**config.mk**
```make
export PLATFORM = sky130hd
export DESIGN_NAME = key_request_handshake_top
export DESIGN_NICKNAME = d
export VERILOG_FILES = /design/src/khs_pkg.sv /design/src/key_request_handshake_top.sv /design/src/khs_step.sv
export SDC_FILE = /design/constraint.sdc
export NUM_CORES = 1
export LEC_CHECK = 0
export ABC_CLOCK_PERIOD_IN_PS = 5400
export BUFFER_PORTS_ARGS = -buffer_cell sky130_fd_sc_hd__buf_4
export CAP_MARGIN = 40
export CELL_PAD_IN_SITES_DETAIL_PLACEMENT = 1
export CELL_PAD_IN_SITES_GLOBAL_PLACEMENT = 1
export CORE_MARGIN = 1
export CORE_UTILIZATION = 46
export DETAILED_ROUTE_END_ITERATION = 8
export PLACE_DENSITY = 0.79
export SETUP_SLACK_MARGIN = 0.2
export SLEW_MARGIN = 0
export SYNTH_ARGS = -nofsm -noshare
export SYNTH_HDL_FRONTEND = slang
export SYNTH_SLANG_ARGS = --single-unit
```
**constraint.sdc**
```tcl
create_clock -name clk -period 5.4 [get_ports clk]
set_input_delay 0.27 -clock clk [delete_from_list [all_inputs] [get_ports clk]]
set_output_delay 0.27 -clock clk [all_outputs]
set_load 0.05 [all_outputs]
```
**src/khs_pkg.sv**
```systemverilog
// Shared types and constants for the key request handshake block.
package khs_pkg;

  typedef enum logic [4:0] {
    PH_IDLE = 5'b00001,
    PH_ECHO = 5'b00010,
    PH_CMD  = 5'b00100,
    PH_KEY  = 5'b01000,
    PH_MOD  = 5'b10000
  } phase_t;

  localparam logic [1:0] REQ_TRIGGER = 2'd0;
  localparam logic [1:0] REQ_BYTE    = 2'd1;
  localparam logic [1:0] REQ_TICK    = 2'd2;

  localparam logic [2:0] LED_NONE   = 3'd0;
  localparam logic [2:0] LED_BUSY   = 3'd1;
  localparam logic [2:0] LED_FAILED = 3'd2;
  localparam logic [2:0] LED_NORESP = 3'd3;
  localparam logic [2:0] LED_DONE   = 3'd4;

  localparam logic [7:0] BYTE_HELLO   = 8'h01;
  localparam logic [7:0] BYTE_COMMAND = 8'h02;
  localparam logic [7:0] BYTE_KEY_OK  = 8'h03;
  localparam logic [7:0] BYTE_MOD_OK  = 8'h04;

  localparam logic [3:0] KEY_BYTES = 4'h8;
  localparam logic [3:0] MOD_BYTES = 4'h4;

  localparam logic [1:0] CFG_INITIAL_TIMEOUT = 2'd0;
  localparam logic [1:0] CFG_TOTAL_TIMEOUT   = 2'd1;

  localparam logic [23:0] INITIAL_TIMEOUT_RST = 24'd1000000;
  localparam logic [23:0] TOTAL_TIMEOUT_RST   = 24'd5000000;
  localparam logic [23:0] ELAPSED_MAX         = 24'hFFFFFF;

  typedef struct packed {
    phase_t      phase;
    logic [23:0] elapsed_us;
    logic [3:0]  bytes_in_block;
    logic [63:0] assembly_shift;
    logic [63:0] committed_key;
    logic [31:0] committed_modulus;
    logic [2:0]  status_shown;
  } state_t;

  typedef struct packed {
    logic        tx_valid;
    logic [7:0]  tx_byte;
    logic [2:0]  led_status;
    logic [63:0] key_value;
    logic [31:0] modulus_value;
    logic        in_progress;
  } result_t;

  localparam state_t STATE_RESET = '{
    phase:             PH_IDLE,
    elapsed_us:        24'd0,
    bytes_in_block:    4'd0,
    assembly_shift:    64'd0,
    committed_key:     64'd0,
    committed_modulus: 32'd0,
    status_shown:      LED_NONE
  };

endpackage

```
**src/key_request_handshake_top.sv**
```systemverilog
// Top level of the key request handshake block.
//
// Requests arrive on the in_ channel (in_valid/in_stall) with a type and a
// received byte: a trigger edge, a received serial byte or a one microsecond
// tick. Every request yields exactly one result on the out_ channel
// (out_valid/out_stall): an optional byte to transmit, the LED status, the
// committed key and modulus and the in-progress flag.
// The cfg_ port writes the two timeout registers (index 0 initial, 1 total);
// it is always ready, and writes are meant to happen while the block is idle.
//
// A request is taken into an input register, evaluated in one pass of the
// step logic and written into the output register. One request can be
// accepted every cycle while out_stall is low. When out_stall holds a
// result, the input register still takes one more request; after that
// in_stall rises until the result is taken. Synchronous reset clears both
// stages, the handshake state and the committed values, and loads the
// default timeouts.
module key_request_handshake_top (
  input  logic        clk,
  input  logic        rst_n,
  input  logic        in_valid,
  output logic        in_stall,
  input  logic [1:0]  in_req_type,
  input  logic [7:0]  in_rx_byte,
  output logic        out_valid,
  input  logic        out_stall,
  output logic        out_tx_valid,
  output logic [7:0]  out_tx_byte,
  output logic [2:0]  out_led_status,
  output logic [63:0] out_key_value,
  output logic [31:0] out_modulus_value,
  output logic        out_in_progress,
  input  logic        cfg_valid,
  output logic        cfg_ready,
  input  logic [1:0]  cfg_index,
  input  logic [23:0] cfg_data
);

  logic [23:0] init_to_r;
  logic [23:0] total_to_r;

  logic        s1_valid_r;
  logic [1:0]  s1_type_r;
  logic [7:0]  s1_byte_r;

  logic             out_valid_r;
  khs_pkg::result_t out_res_r;

  khs_pkg::state_t  st_r;
  khs_pkg::state_t  st_nxt;
  khs_pkg::result_t res_nxt;

  logic advance;
  logic in_take;

  assign cfg_ready = 1'b1;
  assign advance   = s1_valid_r && (!out_valid_r || !out_stall);
  assign in_stall  = s1_valid_r && !advance;
  assign in_take   = in_valid && !in_stall;

  always_ff @(posedge clk) begin
    if (!rst_n) begin
      init_to_r  <= khs_pkg::INITIAL_TIMEOUT_RST;
      total_to_r <= khs_pkg::TOTAL_TIMEOUT_RST;
    end else if (cfg_valid && cfg_ready) begin
      unique case (cfg_index)
        khs_pkg::CFG_INITIAL_TIMEOUT: init_to_r  <= cfg_data;
        khs_pkg::CFG_TOTAL_TIMEOUT:   total_to_r <= cfg_data;
        default: ;
      endcase
    end
  end

  // Input register.
  always_ff @(posedge clk) begin
    if (!rst_n) begin
      s1_valid_r <= 1'b0;
    end else if (in_take) begin
      s1_valid_r <= 1'b1;
    end else if (advance) begin
      s1_valid_r <= 1'b0;
    end
  end

  always_ff @(posedge clk) begin
    if (in_take) begin
      s1_type_r <= in_req_type;
      s1_byte_r <= in_rx_byte;
    end
  end

  khs_step u_step (
    .cur                (st_r),
    .req_type           (s1_type_r),
    .rx_byte            (s1_byte_r),
    .initial_timeout_us (init_to_r),
    .total_timeout_us   (total_to_r),
    .nxt                (st_nxt),
    .res                (res_nxt)
  );

  always_ff @(posedge clk) begin
    if (!rst_n) begin
      st_r <= khs_pkg::STATE_RESET;
    end else if (advance) begin
      st_r <= st_nxt;
    end
  end

  // Output register.
  always_ff @(posedge clk) begin
    if (!rst_n) begin
      out_valid_r <= 1'b0;
    end else if (advance) begin
      out_valid_r <= 1'b1;
    end else if (!out_stall) begin
      out_valid_r <= 1'b0;
    end
  end

  always_ff @(posedge clk) begin
    if (advance) begin
      out_res_r <= res_nxt;
    end
  end

  assign out_valid         = out_valid_r;
  assign out_tx_valid      = out_res_r.tx_valid;
  assign out_tx_byte       = out_res_r.tx_byte;
  assign out_led_status    = out_res_r.led_status;
  assign out_key_value     = out_res_r.key_value;
  assign out_modulus_value = out_res_r.modulus_value;
  assign out_in_progress   = out_res_r.in_progress;

`ifndef SYNTHESIS
  // An idle handshake holds no partial block.
  a_idle_clean: assert property (@(posedge clk) disable iff (!rst_n)
    (st_r.phase == khs_pkg::PH_IDLE) |->
      (st_r.bytes_in_block == 4'd0 && st_r.assembly_shift == 64'd0))
    else $error("idle phase with partial block");

  // The key byte count never reaches a full key without a commit.
  a_count_range: assert property (@(posedge clk) disable iff (!rst_n)
    st_r.bytes_in_block < khs_pkg::KEY_BYTES)
    else $error("byte count out of range");

  // The committed key changes only when the key block completes.
  a_key_commit: assert property (@(posedge clk) disable iff (!rst_n)
    ($past(rst_n) && !$stable(st_r.committed_key)) |->
      ($past(st_r.phase) == khs_pkg::PH_KEY && st_r.phase == khs_pkg::PH_MOD))
    else $error("key changed outside key block");

  // A new run starts with the elapsed time cleared.
  a_run_start: assert property (@(posedge clk) disable iff (!rst_n)
    ($past(rst_n) && $past(st_r.phase) == khs_pkg::PH_IDLE &&
     st_r.phase == khs_pkg::PH_ECHO) |-> (st_r.elapsed_us == 24'd0))
    else $error("run started with stale elapsed time");

  // A state update always produces a result in the output register.
  a_update_result: assert property (@(posedge clk) disable iff (!rst_n)
    advance |=> out_valid_r)
    else $error("state advanced without a result");
`endif

endmodule

```
**src/khs_step.sv**
```systemverilog
// Next-state and result logic for one request of the key request handshake.
module khs_step (
  input  khs_pkg::state_t  cur,
  input  logic [1:0]       req_type,
  input  logic [7:0]       rx_byte,
  input  logic [23:0]      initial_timeout_us,
  input  logic [23:0]      total_timeout_us,
  output khs_pkg::state_t  nxt,
  output khs_pkg::result_t res
);

  logic [7:0]  send;
  logic [23:0] elapsed_inc;
  logic [63:0] shift_new;
  logic [3:0]  count_new;

  assign elapsed_inc = (cur.elapsed_us == khs_pkg::ELAPSED_MAX) ?
                       cur.elapsed_us : cur.elapsed_us + 24'd1;
  assign shift_new   = {cur.assembly_shift[55:0], rx_byte};
  assign count_new   = cur.bytes_in_block + 4'd1;

  always_comb begin
    nxt  = cur;
    send = 8'd0;
    case (req_type)
      khs_pkg::REQ_TRIGGER: begin
        if (cur.phase == khs_pkg::PH_IDLE) begin
          nxt.phase          = khs_pkg::PH_ECHO;
          nxt.elapsed_us     = 24'd0;
          nxt.bytes_in_block = 4'd0;
          nxt.assembly_shift = 64'd0;
          nxt.status_shown   = khs_pkg::LED_BUSY;
          send               = khs_pkg::BYTE_HELLO;
        end
      end
      khs_pkg::REQ_BYTE: begin
        unique case (cur.phase)
          khs_pkg::PH_ECHO: begin
            if (rx_byte == khs_pkg::BYTE_HELLO) begin
              nxt.phase = khs_pkg::PH_CMD;
            end else begin
              nxt.phase          = khs_pkg::PH_IDLE;
              nxt.status_shown   = khs_pkg::LED_FAILED;
              nxt.bytes_in_block = 4'd0;
              nxt.assembly_shift = 64'd0;
            end
          end
          khs_pkg::PH_CMD: begin
            nxt.bytes_in_block = 4'd0;
            nxt.assembly_shift = 64'd0;
            if (rx_byte == khs_pkg::BYTE_COMMAND) begin
              nxt.phase = khs_pkg::PH_KEY;
              send      = khs_pkg::BYTE_COMMAND;
            end else begin
              nxt.phase        = khs_pkg::PH_IDLE;
              nxt.status_shown = khs_pkg::LED_FAILED;
            end
          end
          khs_pkg::PH_KEY: begin
            if (count_new >= khs_pkg::KEY_BYTES) begin
              nxt.committed_key  = shift_new;
              nxt.phase          = khs_pkg::PH_MOD;
              nxt.bytes_in_block = 4'd0;
              nxt.assembly_shift = 64'd0;
              send               = khs_pkg::BYTE_KEY_OK;
            end else begin
              nxt.bytes_in_block = count_new;
              nxt.assembly_shift = shift_new;
            end
          end
          khs_pkg::PH_MOD: begin
            if (count_new >= khs_pkg::MOD_BYTES) begin
              nxt.committed_modulus = shift_new[31:0];
              nxt.phase             = khs_pkg::PH_IDLE;
              nxt.status_shown      = khs_pkg::LED_DONE;
              nxt.bytes_in_block    = 4'd0;
              nxt.assembly_shift    = 64'd0;
              send                  = khs_pkg::BYTE_MOD_OK;
            end else begin
              nxt.bytes_in_block = count_new;
              nxt.assembly_shift = shift_new;
            end
          end
          default: ;
        endcase
      end
      khs_pkg::REQ_TICK: begin
        if (cur.phase != khs_pkg::PH_IDLE) begin
          nxt.elapsed_us = elapsed_inc;
          if (cur.phase == khs_pkg::PH_ECHO) begin
            if (elapsed_inc > initial_timeout_us) begin
              nxt.phase          = khs_pkg::PH_IDLE;
              nxt.status_shown   = khs_pkg::LED_NORESP;
              nxt.bytes_in_block = 4'd0;
              nxt.assembly_shift = 64'd0;
            end
          end else if (cur.phase == khs_pkg::PH_CMD || cur.bytes_in_block == 4'd0) begin
            // Once a block has its first byte, time keeps counting but cannot expire.
            if (elapsed_inc > total_timeout_us) begin
              nxt.phase          = khs_pkg::PH_IDLE;
              nxt.status_shown   = khs_pkg::LED_FAILED;
              nxt.bytes_in_block = 4'd0;
              nxt.assembly_shift = 64'd0;
            end
          end
        end
      end
      default: ;
    endcase

    res.tx_valid      = (send != 8'd0);
    res.tx_byte       = send;
    res.led_status    = nxt.status_shown;
    res.key_value     = nxt.committed_key;
    res.modulus_value = nxt.committed_modulus;
    res.in_progress   = (nxt.phase != khs_pkg::PH_IDLE);
  end

endmodule
```
==> results.md <==
- Status: complete, no violations
- Worst reg2reg path depth: 17
- Fmax: 0.206 GHz
- Last element of the critical path: st_r[165]$_SDFFE_PN0P_
- Maximum number of pins on one net before global-route repair: 119
- Largest voltage drop on the vdd net: 0.200 mV
- Placeable core region: 32900 sq um
- DRC: 0
- Ant. Diodes: 0
- Cell count after synthesis: 1644
- GR met1 Demand/Resource: 0.323
- Worst setup path class: reg2reg
- Wire length of the first global-routing pass: 71000 um
- Sequential share of the synthesized area: 0.526
- H-tree lvl count: 2
- Clock latency reported for the late side of the worst-skew pair: 0.54 ns
- Count of pins on the block boundary: 153
- Setup clock skew after layout: 0.0161 ns
- Met2 track demand over resource: 0.465
- Highest-count cells in the layout ignoring fill and taps: nor2_1 (259), dfxtp_1 (238), nand2_1 (185), buf_4 (163), a21oi_1 (127)
- Average instance area after synthesis: 9.46 sq um
- CP arrival: 5.32 ns
- Number of placement rows: 66
- Detailed-router iteration count before antenna repair: 5
- Most used flip-flop cell after synthesis: dfxtp_1
- Library cell used as clock root buffer: clkbuf_16
- Share of layout cells above drive strength 1: 0.190
- Final GP Congestion: 0.887
- Number of warnings printed during yosys synthesis: 0
- Average via count per standard cell: 5.66
- Filler Cell Count: 3705
- Met3 routing resource usage after global routing: 0.0399
- Drt initial violations: 699
- Required time worst endpoint: 5.87 ns
- Final cycle utilization of the critical path: 0.899
- Largest fanout on the critical path: 6
- Most congested layer reported by global routing: met2
- Measured slew at the worst slew-check pin: 0.897 ns
- Non-Filler Instances: 2253
- Number of global-route vias before repair: 13400
- Period minus WS final: 4.86 ns
- MaxCap Viol Count: 0
- Number of nets in the layout: 1878
- Pins over their slew limit: 0
- Detailed Place HPWL: 28600 um
- Reg-to-reg critical path startpoint: st_r[185]$_SDFFE_PN0P_
- Number of synthesized register bits: 352
- Count of flip-flops with a built-in enable after synthesis: 114
- Antenna viol nets, final: 0
- Leakage power summed over all cells: 0.00735 uW
- Post-CTS clock slew at the launch and capture registers of the worst setup and hold paths: 0.06 ns
- Total via count after detailed routing: 12800
- Share of synthesized flip-flops with an asynchronous set or reset: 0
- Syn-to-layout area delta: 20.8%
- Tightest slew margin relative to the limit: 0.400
- Horizontal die dimension: 186 um
- Detailed-route wire length: 44600 um
- Number of hold violations in the final report: 0
- Total setup violations reported at the end of the flow: 0
- Netlist area before placement: 15600 sq um
- Number of placed cells counting well taps: 2150
- Count of unique library cells instantiated by Yosys: 60
- Effective utilization at floorplan: 0.473
- Total clock buffers created by CTS: 38
- GRT Overall Usage: 0.261
- CP endpoint kind: register
- Commonest non-fill, non-tap cell in the layout: nor2_1
- Die Footprint: 34600 sq um
- Flop-to-flop setup slack: 0.54 ns
- Setup repair after global routing missed its margin: yes
- IO Port Bufs: 146
- Post-Route Setup TNS: 0 ns
- Routed length per placed instance: 19.8 um
- Worst reg2reg path endpoint: st_r[165]$_SDFFE_PN0P_
- Maximum clock insertion buffer count: 3
- TritonCTS clock tree: built
- Leftover overflow at the end of global routing: 0
- Total setup buffers inserted after CTS: 0
- Class of the most critical hold timing path: in2reg
- Category of the worst setup path launch point: register
- Clock sink count: 352
- Number of antenna violations at the first check in global routing: 0
- Power density over cell area: 336 nW/um^2
- Crit. Startpoint: st_r[185]$_SDFFE_PN0P_
- Vertical extent of the die: 186 um
-- sequential cells by signal (all words and copies together), names as in the netlist, 2 cells and up --
name / count
s1_byte_r: 8
out_modulus_value: 32
init_to_r: 24
total_to_r: 24
out_key_value: 64
out_tx_byte: 3
out_led_status: 3
s1_type_r: 2
st_r: 188
-- logic make-up (layout without fill, tap and decap cells) --
| family | count (synthesis) | after routing | synth area share |
|---|---|---|---|
| multiplexers | 97 | 97 | 0.0702 |
| XOR/XNOR | 25 | 25 | 0.0141 |
| buffers and inverters | 172 | 335 | 0.0438 |
| flip-flops | 352 | 352 | 0.526 |
| AO/OA/AOI/OAI | 301 | 301 | 0.121 |
| other | 2 | 6 | 0.000483 |
| adder cells (fa/ha/maj) | 55 | 55 | 0.0442 |
| AND/OR/NAND/NOR | 640 | 640 | 0.180 |
-- where the power goes --
part           switching (uW)  internal, uW
clock                    1100          1650
sequential               60.3          2860
combinational             436           212
-- per-stage QoR --
stage | power (uW) | cell area, sq um | util | hold slack (ns) | worst slack (ns)
detailed placement | 3590 | 17100 | 0.521 | 0.449 | 0.475
global placement | 3560 | 17000 | 0.518 | 0.442 | 0.627
global route | 6510 | 18800 | 0.572 | 0.0111 | 0.164
finish | 6310 | 18800 | 0.572 | 0.0144 | 0.543
floorplan | 3390 | 15600 | - | 0.369 | 0.939
CTS | 6350 | 18800 | 0.572 | 0.00190 | 0.349
-- routing by layer --
layer | routed length [um] | vias up
met4 | 1160 | 0
li1 | - | 6024
met2 | 22400 | 266
met5 | 0 | -
met1 | 19200 | 6380
met3 | 1830 | 81
-- what timing repair did --
item	in CTS	in global routing
setup endpoints to repair	0	67
hold endpoints to repair	51	0
hold buffers	34	0
gates resized for setup	0	3
-- how the worst min path moves through the flow --
stage          slack, ns                  startpoint                         end  cells after the start
6_report            0.01                 cfg_data[1]   init_to_r[1]$_SDFFE_PN0P_                      3
5_1_grt             0.01                 cfg_data[1]  total_to_r[1]$_SDFFE_PN0P_                      3
2_1_floorplan       0.37               in_rx_byte[0]      s1_byte_r[0]$_DFFE_PP_                      0
4_1_cts            0.002                cfg_data[21]  init_to_r[21]$_SDFFE_PN0P_                      3
3_3_place_gp        0.44      st_r[153]$_SDFFE_PN0P_      st_r[153]$_SDFFE_PN0P_                      2
3_5_place_dp        0.45  total_to_r[3]$_SDFFE_PN0P_  total_to_r[3]$_SDFFE_PN0P_                      2
-- Yosys cell counts (3+ instances only) --
library cell | count | area share
nor4_1 | 4 | 0.0016
buf_1 | 3 | 0.00072
edfxtp_1 | 114 | 0.22
a22oi_1 | 12 | 0.0058
xor2_1 | 14 | 0.0079
or2_2 | 3 | 0.0012
xnor2_1 | 11 | 0.0062
clkbuf_1 | 91 | 0.022
and2_1 | 5 | 0.0020
a21oi_1 | 127 | 0.041
nor3_1 | 102 | 0.033
o31ai_1 | 4 | 0.0019
a31oi_1 | 6 | 0.0024
nor2_1 | 260 | 0.063
dfxtp_1 | 238 | 0.31
o211ai_1 | 78 | 0.038
o21ai_0 | 33 | 0.011
a32o_1 | 6 | 0.0039
nand3b_1 | 3 | 0.0014
and3b_1 | 3 | 0.0017
nor2b_1 | 9 | 0.0036
a211oi_1 | 6 | 0.0029
a21o_1 | 6 | 0.0029
inv_1 | 61 | 0.015
nand3_1 | 20 | 0.0064
and3_1 | 9 | 0.0036
or3_1 | 5 | 0.0020
nand4_1 | 12 | 0.0048
nand2b_1 | 4 | 0.0016
and4_1 | 4 | 0.0023
ha_1 | 55 | 0.044
nand2_1 | 187 | 0.045
mux2_2 | 97 | 0.070
buf_2 | 10 | 0.0032
buf_4 | 6 | 0.0029
nor3b_1 | 3 | 0.0014
-- critical path: stages, from the launching register on --
cell	delay [ns]
dfxtp_1	0.36
and3_1	0.23
and4_1	0.28
a311o_1	0.40
nor2_1	0.29
nand3_1	0.27
nor2_1	0.22
xor2_1	0.13
ha_1	0.33
nand3_1	0.10
or3_1	0.41
nor4_4	0.38
o31a_1	0.21
o21ai_2	0.12
nor4_4	0.34
nor2_4	0.09
or4_1	0.48
a21oi_1	0.15
-- final cells by class --
type,count,area [sq um],area share
clock buffer,53,1110,0.0590
tap,442,553,0.0294
inverter,62,245,0.0130
clock inverter,16,223,0.0118
sequential,352,8190,0.436
multi-input combinational,1124,6760,0.360
timing repair buffer,204,1720,0.0914
No activity file was read; power rests on OpenSTA's default activity.
